File: src/hw/rtl/tcpq_pkg.sv
package tcpq_pkg;

	// Field widths of the request and result payloads.
	localparam int AGE_W    = 7;
	localparam int HANDLE_W = 32;

	// Default number of entries in each class.
	localparam int CLASS_DEPTH_DEF = 16;

	// Request action codes.
	localparam logic ACT_PUSH = 1'b0;
	localparam logic ACT_POP  = 1'b1;

	// Configuration register map.
	localparam int              ADDR_W         = 3;
	localparam logic [ADDR_W-1:0] ADDR_THRESHOLD = 3'h0;
	localparam logic [AGE_W-1:0]  THRESHOLD_RESET = 7'd60;

	typedef struct packed {
		logic                action;
		logic [AGE_W-1:0]    item_age;
		logic [HANDLE_W-1:0] item_handle;
	} tcpq_req_t;

	typedef struct packed {
		logic                pop_valid;
		logic [HANDLE_W-1:0] pop_handle;
		logic                pop_was_priority;
		logic                queue_empty;
		logic                push_dropped;
	} tcpq_rsp_t;

	// Occupancy status of one class ring.
	typedef struct packed {
		logic empty;
		logic full;
		logic last;
	} tcpq_ring_stat_t;

endpackage

File: src/hw/rtl/tcpq_regs.sv
module tcpq_regs
	import tcpq_pkg::*;
(
	input  logic              clk,
	input  logic              arst_n,
	input  logic              psel,
	input  logic              penable,
	input  logic              pwrite,
	input  logic [ADDR_W-1:0] paddr,
	input  logic [31:0]       pwdata,
	output logic [31:0]       prdata,
	output logic              pready,
	output logic [AGE_W-1:0]  threshold
);

	logic [AGE_W-1:0] threshold_q;
	logic             wr_en;

	assign pready = 1'b1;
	assign wr_en  = psel && penable && pwrite && (paddr == ADDR_THRESHOLD);

	always_ff @(posedge clk or negedge arst_n) begin
		if (!arst_n) begin
			threshold_q <= THRESHOLD_RESET;
		end else if (wr_en) begin
			threshold_q <= pwdata[AGE_W-1:0];
		end
	end

	always_comb begin
		prdata = '0;
		unique case (paddr)
			ADDR_THRESHOLD: prdata = {{(32-AGE_W){1'b0}}, threshold_q};
			default:        prdata = '0;
		endcase
	end

	assign threshold = threshold_q;

endmodule

File: src/hw/rtl/tcpq_ring.sv
module tcpq_ring
	import tcpq_pkg::*;
#(
	parameter int DEPTH = CLASS_DEPTH_DEF
) (
	input  logic                clk,
	input  logic                arst_n,
	input  logic                push_en,
	input  logic [HANDLE_W-1:0] push_data,
	input  logic                pop_en,
	output tcpq_ring_stat_t     stat,
	output logic [HANDLE_W-1:0] rd_data
);

	localparam int IDX_W = $clog2(DEPTH);
	localparam int CNT_W = $clog2(DEPTH + 1);

	logic [HANDLE_W-1:0] mem_q [DEPTH];
	logic [HANDLE_W-1:0] rd_data_q;
	logic [IDX_W-1:0]    head_q;
	logic [CNT_W-1:0]    count_q;
	logic [IDX_W-1:0]    head_nxt;
	logic [CNT_W:0]      tail_sum;
	logic [CNT_W:0]      tail_wrap;
	logic [IDX_W-1:0]    tail_idx;

	assign stat.empty = (count_q == '0);
	assign stat.full  = (count_q == CNT_W'(DEPTH));
	assign stat.last  = (count_q == CNT_W'(1));

	// Tail slot is head plus count, wrapped once since the sum stays below twice the depth.
	assign tail_sum  = {1'b0, count_q} + (CNT_W+1)'(head_q);
	assign tail_wrap = (tail_sum >= (CNT_W+1)'(DEPTH)) ? (tail_sum - (CNT_W+1)'(DEPTH))
	                                                   : tail_sum;
	assign tail_idx  = tail_wrap[IDX_W-1:0];
	assign head_nxt  = (head_q == IDX_W'(DEPTH - 1)) ? '0 : (head_q + IDX_W'(1));

	always_ff @(posedge clk or negedge arst_n) begin
		if (!arst_n) begin
			head_q  <= '0;
			count_q <= '0;
		end else begin
			if (pop_en) begin
				head_q  <= head_nxt;
				count_q <= count_q - CNT_W'(1);
			end else if (push_en) begin
				count_q <= count_q + CNT_W'(1);
			end
		end
	end

	// Storage holds no reset; the count keeps unwritten entries from being read.
	always_ff @(posedge clk) begin
		if (push_en) begin
			mem_q[tail_idx] <= push_data;
		end
		if (pop_en) begin
			rd_data_q <= mem_q[head_q];
		end
	end

	assign rd_data = rd_data_q;

endmodule

File: src/hw/rtl/two_class_priority_queue_core.sv
// A request taken at a clock edge is registered into stage 1 and then stage 2, where its result appears with done high.
// Throughput: one request per cycle; busy stays low and each request yields exactly one result.
// The rate is set by the single registered pass: input register, ring update, result register.
// Reset (arst_n low, asynchronous) empties both classes and sets the age threshold to 60.
// The receiver cannot stall: each result is shown for one cycle only.
module two_class_priority_queue_core
	import tcpq_pkg::*;
#(
	parameter int CLASS_DEPTH = CLASS_DEPTH_DEF
) (
	input  logic              clk,
	input  logic              arst_n,
	input  logic              psel,
	input  logic              penable,
	input  logic              pwrite,
	input  logic [ADDR_W-1:0] paddr,
	input  logic [31:0]       pwdata,
	output logic [31:0]       prdata,
	output logic              pready,
	input  logic              start,
	output logic              busy,
	input  tcpq_req_t         req,
	output logic              done,
	output tcpq_rsp_t         rsp
);

	// The datapath takes a new request every cycle, so it never holds off the sender.
	logic accept;
	assign busy   = 1'b0;
	assign accept = start && !busy;

	// Programmable age threshold from the register port.
	logic [AGE_W-1:0] threshold;

	tcpq_regs u_regs (
		.clk       (clk),
		.arst_n    (arst_n),
		.psel      (psel),
		.penable   (penable),
		.pwrite    (pwrite),
		.paddr     (paddr),
		.pwdata    (pwdata),
		.prdata    (prdata),
		.pready    (pready),
		.threshold (threshold)
	);

	// Stage 1: the accepted request is captured. Only the valid bit needs a reset.
	logic      valid_s1;
	tcpq_req_t req_s1;

	always_ff @(posedge clk or negedge arst_n) begin
		if (!arst_n) begin
			valid_s1 <= 1'b0;
		end else begin
			valid_s1 <= accept;
		end
	end

	always_ff @(posedge clk) begin
		if (accept) begin
			req_s1 <= req;
		end
	end

	// Decision logic for the request in stage 1. A push picks its class by comparing the
	// age with the threshold and is dropped when that class is full. A pop drains the
	// priority class first and falls back to the normal class; on an empty queue it does
	// nothing. Each ring updates its head and count at the end of this cycle.
	tcpq_ring_stat_t prio_stat;
	tcpq_ring_stat_t norm_stat;
	logic [HANDLE_W-1:0] prio_rd;
	logic [HANDLE_W-1:0] norm_rd;
	logic is_push;
	logic is_pop;
	logic to_prio;
	logic prio_push;
	logic norm_push;
	logic prio_pop;
	logic norm_pop;
	logic dropped;
	logic prio_empty_after;
	logic norm_empty_after;

	assign is_push   = valid_s1 && (req_s1.action == ACT_PUSH);
	assign is_pop    = valid_s1 && (req_s1.action == ACT_POP);
	assign to_prio   = (req_s1.item_age >= threshold);
	assign prio_push = is_push && to_prio && !prio_stat.full;
	assign norm_push = is_push && !to_prio && !norm_stat.full;
	assign dropped   = is_push && (to_prio ? prio_stat.full : norm_stat.full);
	assign prio_pop  = is_pop && !prio_stat.empty;
	assign norm_pop  = is_pop && prio_stat.empty && !norm_stat.empty;

	// Occupancy after this request, for the empty flag of the result.
	assign prio_empty_after = (prio_stat.empty && !prio_push) || (prio_stat.last && prio_pop);
	assign norm_empty_after = (norm_stat.empty && !norm_push) || (norm_stat.last && norm_pop);

	tcpq_ring #(
		.DEPTH (CLASS_DEPTH)
	) u_prio_ring (
		.clk       (clk),
		.arst_n    (arst_n),
		.push_en   (prio_push),
		.push_data (req_s1.item_handle),
		.pop_en    (prio_pop),
		.stat      (prio_stat),
		.rd_data   (prio_rd)
	);

	tcpq_ring #(
		.DEPTH (CLASS_DEPTH)
	) u_norm_ring (
		.clk       (clk),
		.arst_n    (arst_n),
		.push_en   (norm_push),
		.push_data (req_s1.item_handle),
		.pop_en    (norm_pop),
		.stat      (norm_stat),
		.rd_data   (norm_rd)
	);

	// Stage 2: result flags. The popped handle comes from the ring's registered read port,
	// which is loaded at the same edge, so no extra stage is needed to line it up.
	logic valid_s2;
	logic pop_valid_s2;
	logic was_prio_s2;
	logic empty_s2;
	logic dropped_s2;

	always_ff @(posedge clk or negedge arst_n) begin
		if (!arst_n) begin
			valid_s2 <= 1'b0;
		end else begin
			valid_s2 <= valid_s1;
		end
	end

	always_ff @(posedge clk) begin
		if (valid_s1) begin
			pop_valid_s2 <= prio_pop || norm_pop;
			was_prio_s2  <= prio_pop;
			empty_s2     <= prio_empty_after && norm_empty_after;
			dropped_s2   <= dropped;
		end
	end

	// A result without a popped item reports a zero handle.
	always_comb begin
		rsp                  = '0;
		rsp.pop_valid        = pop_valid_s2;
		rsp.pop_was_priority = was_prio_s2;
		rsp.queue_empty      = empty_s2;
		rsp.push_dropped     = dropped_s2;
		if (pop_valid_s2) begin
			rsp.pop_handle = was_prio_s2 ? prio_rd : norm_rd;
		end
	end

	assign done = valid_s2;

endmodule

File: config.mk
export PLATFORM = sky130hd
export DESIGN_NAME = two_class_priority_queue_core
export DESIGN_NICKNAME = d
export VERILOG_FILES = /design/src/hw/rtl/tcpq_pkg.sv /design/src/hw/rtl/tcpq_regs.sv /design/src/hw/rtl/tcpq_ring.sv /design/src/hw/rtl/two_class_priority_queue_core.sv
export SDC_FILE = /design/constraint.sdc
export NUM_CORES = 1
export LEC_CHECK = 0
export BUFFER_PORTS_ARGS = -buffer_cell sky130_fd_sc_hd__buf_2
export CAP_MARGIN = 25
export CORE_ASPECT_RATIO = 1.2
export CORE_MARGIN = 2
export CORE_UTILIZATION = 55
export DETAILED_ROUTE_END_ITERATION = 6
export GPL_TIMING_DRIVEN = 1
export PLACE_DENSITY = 0.79
export SLEW_MARGIN = 40
export SYNTH_ARGS = -nofsm -noshare
export SYNTH_HDL_FRONTEND = slang
export SYNTH_SLANG_ARGS = --single-unit
File: constraint.sdc
create_clock -name clk -period 4.12 [get_ports clk]
set_input_delay 0.412 -clock clk [delete_from_list [all_inputs] [get_ports clk]]
set_output_delay 0.412 -clock clk [all_outputs]
set_load 0.02 [all_outputs]
Word-level counts from Yosys, hierarchy flattened:

Memories as Yosys holds them, arrays and structs flattened. A register that Yosys moved wholly into a read port is not among the register bits.
Cells that the tools add are included.

* flip-flop bits (word level): 71
* RAM bits: 1024
* output and inout bits: 71
* word-level logic and storage cells: 85
* memories: 2

Memory list
* u_norm_ring.mem_q: depth 16, width 32, read ports 1, clocked after Yosys merged registers in 1, wr ports 1, line tcpq_ring.sv:18 `logic [HANDLE_W-1:0] mem_q [DEPTH];`
* u_prio_ring.mem_q: depth 16, width 32, read ports 1, clocked after Yosys merged registers in 1, wr ports 1, line tcpq_ring.sv:18

* add/subtract/negate cells: 10
* magnitude comparators: 3
* equality and inequality tests: 6
* muxes and demuxes: 16
* bitwise logic cells: 1
* reduce and logical (&&, ||, !) cells: 33

Operator list (count)
* 2-to-1 mux 32 bit: 2
* 2-to-1 mux 5 bit: 4
* logical AND 1 bit: 18
* 2-to-1 mux 4 bit: 4
* adder 5 x 4 -> 6 bit: 2
* >= comparator 6 x 5 -> 1 bit (second input constant): 2
* adder 5 x 1 -> 5 bit (second input constant): 2
* == test 5 x 1 -> 1 bit (second input constant): 2
* == test 5 bit (second input constant): 2
* zero test 5 bit: 2
* subtractor 5 x 1 -> 5 bit (second input constant): 2
* adder 4 x 1 -> 4 bit (second input constant): 2
* == test 4 bit (second input constant): 2
* subtractor 4 x 1 -> 4 bit (second input constant): 2
* >= comparator 7 bit: 1
* zero test 1 bit: 7
* 2-to-1 mux 7 bit: 1
* 2-to-1 mux 1 bit: 5
* nonzero test 2 bit: 2
* zero test 3 bit: 1
* logical OR 1 bit: 3
* inverter 1 bit: 1

Logic depth before layout (Yosys ltp):

* word-level depth: 8
* gate-level depth with buffers: 9

By module:

A second synthesis with hierarchy kept.

* cell total of the unflattened synthesis: 2090
* area, all modules: 44823.0 um^2

By module, submodules not included
* tcpq_ring (u_prio_ring): times used 1, cells each 966, area each 21160.3 um^2, sequential area each 16560.9 um^2
* tcpq_ring (u_norm_ring): times used 1, cells each 904, area each 20826.2 um^2, sequential area each 16560.9 um^2
* two_class_priority_queue_core: times used 1, cells each 168, area each 2292.2 um^2, sequential area each 1371.3 um^2
* tcpq_regs: times used 1, cells each 52, area each 544.3 um^2, sequential area each 180.2 um^2

Worst setup path before layout:

Ideal clock, no wire load.

* kind: reg2reg
* start: reg u_regs.threshold_q[4], in the netlist u_regs.threshold[4]
* end: mem u_prio_ring.mem_q[0][0], enable pin
* library setup time: 461 ps
* arrival time: 4117 ps
* required time: 3659 ps
* setup slack: -458 ps
* cell stages (with the launch flop): 8
* path buffers: 1
* cells stage by stage: dfstp_2 -> inv_1 -> ha_1 -> nand4_1 -> o311ai_2 -> buf_2 -> nand4_1 -> nor3_1

* cells in the longest elaborated chain, start to end: 5

RTL lines
* start: declaration: line tcpq_regs.sv:16 `logic [AGE_W-1:0] threshold_q;`
* start signal: assignment: line tcpq_regs.sv:26 `threshold_q <= pwdata[AGE_W-1:0];`
* >= comparator 7 bit: line two_class_priority_queue_core.sv:87 `assign to_prio = (req_s1.item_age >= threshold);`
* logical AND 1 bit (2 in series): line two_class_priority_queue_core.sv:88 `assign prio_push = is_push && to_prio && !prio_stat.full;`
* 2-to-1 mux 1 bit: line tcpq_ring.sv:54 `if (push_en) begin`
* 2-to-1 mux 1 bit (implied by the code): line tcpq_ring.sv:55 `mem_q[tail_idx] <= push_data;`
* end: declaration: line tcpq_ring.sv:18

Every way passes these cells.

Worst setup path in the final report:

* start: reg u_regs.threshold_q[4], in the netlist u_regs.threshold[4]
* end: mem u_norm_ring.mem_q[5][7], enable pin

* cells in the longest elaborated chain, start to end: 6

RTL lines
* >= comparator 7 bit: line two_class_priority_queue_core.sv:87
* zero test 1 bit: line two_class_priority_queue_core.sv:89 `assign norm_push = is_push && !to_prio && !norm_stat.full;`
* logical AND 1 bit (2 in series): line two_class_priority_queue_core.sv:89
* 2-to-1 mux 1 bit: line tcpq_ring.sv:54
* 2-to-1 mux 1 bit (implied by the code): line tcpq_ring.sv:55
* end: declaration: line tcpq_ring.sv:18

Every way passes these cells.

==> results.py <==
metrics = {
    "status": {
        "outcome": "finished clean",
    },
    "sta": {
        "worst_clock_skew_ps": 24.8,
        "worst_pin_slew_ps": 876,
        "maxSlewViolCount": 0,
        "fin_setup_tns_ps": 0,
        "timing.slew.headroom_pct": 41.6,
        "finalCriticalPeriod_ps": 3280,
        "final.period_utilization_pct": 79.6,
        "fmax_mhz": 305,
        "report.final.setup_viol": 0,
        "finalHoldViolations": 0,
        "grt_setup_unrepaired": "false",
        "worst_slack_ps": 841,
    },
    "logic_synthesis": {
        "netlist_instances": 2234,
        "synthTopCellsByCount": "1132 x sky130_fd_sc_hd__edfxtp_1, 192 x sky130_fd_sc_hd__mux4_2, 161 x sky130_fd_sc_hd__mux2i_1",
        "seq_area_frac_synth_pct": 76.8,
        "dominantRegCellSynth": "sky130_fd_sc_hd__edfxtp_1",
        "ys_ff_latch": 1159,
        "netlist_top_cells_area": "sky130_fd_sc_hd__edfxtp_1 75%, sky130_fd_sc_hd__mux4_2 9.6%, sky130_fd_sc_hd__mux2i_1 3.6%",
        "yosys_warnings": 0,
        "synth-edff-count": 1132,
        "netlist-cell-type-count": 59,
        "synthMostInstantiatedCell": "sky130_fd_sc_hd__edfxtp_1",
        "fraction_of_registers_with_async_set_reset_pct": 2.33,
        "post-synth-top-area-cell": "sky130_fd_sc_hd__edfxtp_1",
        "synthesis.area_per_instance_um2": 20.2,
        "cell_area_after_technology_mapping_um2": 45200,
        "share_of_the_synthesized_area_in_the_top_cell_type_pct": 75.3,
    },
    "clock_network": {
        "cts.clk_slew.worst_paths_ps": 70,
        "clock_latency_ps": 670,
        "root_buffer": "sky130_fd_sc_hd__clkbuf_16",
        "cts_made_buffers": 109,
        "clock-sinks": 1159,
        "cts.path.max_buffers": 3,
        "clock_tree_from_tritoncts": "done",
        "cts_htree_levels": 3,
        "cts_setup_buffers": 0,
    },
    "global_routing": {
        "grt_pass1_wl_mm": 151,
        "grt.total_usage_pct": 24.4,
        "first_global_vias": 23524,
        "grt_start_max_net_pins": 101,
        "initial_antenna_violation_count": 1,
        "aggregate_global_routing_overflow": 0,
    },
    "route": {
        "route.detailed.drc": 0,
        "dr.first_iter.drc_count": 2922,
        "drtAntennaViolNets": 0,
        "post_drt_wl_per_cell_um": 28.3,
        "wirelength_mm": 103,
        "route.detailed.vias_per_inst": 6.34,
        "routed-via-count": 22951,
        "firstDrtPassIters": 6,
    },
    "critical_path": {
        "logic_depth_of_the_worst_register_to_register_path": 8,
        "startpoint_type": "flip-flop",
        "critical_path_required_ps": 4410,
        "setup.worst_path.class": "reg -> reg",
        "crit_path_end_kind": "flip-flop",
        "path_max_fanout": 32,
        "critical_path.reg2reg.startpoint": "u_regs.threshold[4]",
        "cp.arrival_ps": 3570,
        "timing.reg2reg.setup_slack_ps": 840,
        "critPathLaunch": "u_regs.threshold[4]",
    },
    "finish": {
        "multi_input_gate_area_um2": 10000,
        "fin_util_pct": 63.6,
        "final_nets": 2575,
        "register_area_um2": 34700,
        "flow.area_growth_from_synthesis_pct": 15.1,
        "n_antenna_cell": 0,
        "share_of_post_route_cells_with_drive_strength_above_1_pct": 25.0,
        "fillers": 5154,
    },
    "die": {
        "die_area_um2": 84400,
        "initial_utilization_pct": 55.3,
        "placeableCoreArea_um2": 81700,
        "floorplan.die.height_um": 318,
        "die_w_um": 266,
        "ios": 152,
        "placement_rows": 115,
    },
    "min_path": {
        "holdCritStartpoint": "req[1]",
        "min_path_type": "in -> reg",
        "timing.hold.worst_path_depth": 1,
    },
    "flow_run": {
        "max-cap-violations": 0,
    },
    "pwr": {
        "powerDensity_nw_per_um2": 610,
        "vdd_ir_drop_max_uv": 474,
        "total_leakage_power_nw": 17.0,
    },
    "placement": {
        "dp.final_hpwl_mm": 55.1,
        "placement.io_buffers": 99,
        "place_ws_ps": 887,
        "place.gp.congestion": 0.836,
    },
}
worst max-delay path, stage by stage (launching register included):
cell                       delay, ps
sky130_fd_sc_hd__dfstp_2         540
sky130_fd_sc_hd__inv_1            50
sky130_fd_sc_hd__ha_1            310
sky130_fd_sc_hd__a211o_1         270
sky130_fd_sc_hd__o211ai_1        120
sky130_fd_sc_hd__o311ai_2        300
sky130_fd_sc_hd__or4_4           680
sky130_fd_sc_hd__nor2_4          120
sky130_fd_sc_hd__buf_4           480
metrics by stage:
stage | std cells | hold slack [ps] | area [um2] | total power [W]
after global routing | 3618 | 16.9 | 52000 | 0.0328
final | 3618 | 52.1 | 52000 | 0.0317
after detailed placement | 3361 | 500 | 47900 | 0.0218
after global placement | 3325 | 479 | 47400 | 0.0214
after CTS | 3614 | 22.1 | 51900 | 0.0318
after floorplan | 2259 | 116 | 45300 | 0.0196
routing by layer:
| metal | track usage, % | up-vias | part of all wire, % |
|---|---|---|---|
| li1 | - | 9547 | - |
| met1 | 33.1 | 11918 | 38 |
| met2 | 40.6 | 1287 | 50 |
| met3 | 3.74 | 197 | 8.7 |
| met4 | 8.54 | 2 | 3.1 |
| met5 | 0 | - | 0.0098 |
layout by cell type, fill, tap and decap left out, types with 34 or more instances in the layout:
cell                               n
sky130_fd_sc_hd__buf_4            34
sky130_fd_sc_hd__dlygate4sd3_1    47
sky130_fd_sc_hd__clkbuf_16       112
sky130_fd_sc_hd__mux2i_1         161
sky130_fd_sc_hd__mux4_2          192
sky130_fd_sc_hd__o21ai_0          73
sky130_fd_sc_hd__a21oi_1          73
sky130_fd_sc_hd__buf_2            98
sky130_fd_sc_hd__edfxtp_1       1132
sky130_fd_sc_hd__nor2b_1          64
sky130_fd_sc_hd__nand2_1          62
area by class of cell:
cell class              count  area share, %
multi-input cells         938           19.3
clock inverters            64           1.20
flip-flops and latches   1159           66.7
well taps                1053           2.53
inverters                  15          0.128
clock buffers             142           5.70
repair buffers            247           4.43
flip-flops by register name, indices dropped and copies added (netlist names), 4 cells and up:
name and count:
u_prio_ring.mem_q 512, u_norm_ring.count_q 5, u_norm_ring.mem_q 512, req_s1 40
u_prio_ring.count_q 5, u_norm_ring.head_q 4, u_prio_ring.head_q 4, u_norm_ring.rd_data 32
u_regs.threshold 7, u_prio_ring.rd_data 32
cells by family after synthesis:
logic type,after synthesis,synth area share [%]
and+or+nand+nor,214,2.50
DFF,1159,76.8
adders and majority gates,24,0.698
muxes,386,14.0
xor gates and xnor gates,16,0.310
buffers and inverters,162,1.83
other,2,0.0166
AOI/OAI and AO/OA,271,3.89
report_power, final:
group / internal (W) / total (W) / switching [W]
sequential: 0.0141 / 0.0147 / 0.000610
clock: 0.00582 / 0.0100 / 0.00421
combinational: 0.00297 / 0.00698 / 0.00401
total: 0.0229 / 0.0317 / 0.00884
final timing paths:
kind                                      endpoint
hold / removal                           req_s1[1]
min in group asynchronous    u_norm_ring.head_q[1]
hold reg to reg                u_regs.threshold[2]
max in group asynchronous    u_prio_ring.head_q[1]
setup reg to reg           u_norm_ring.mem_q[5][7]
setup / recovery           u_norm_ring.mem_q[5][7]
timing repair:
item,in CTS,in global routing
hold buffers,47,0
resized for setup,0,0
hold endpoints to repair,69,0
(Power assumes the default switching activity.)
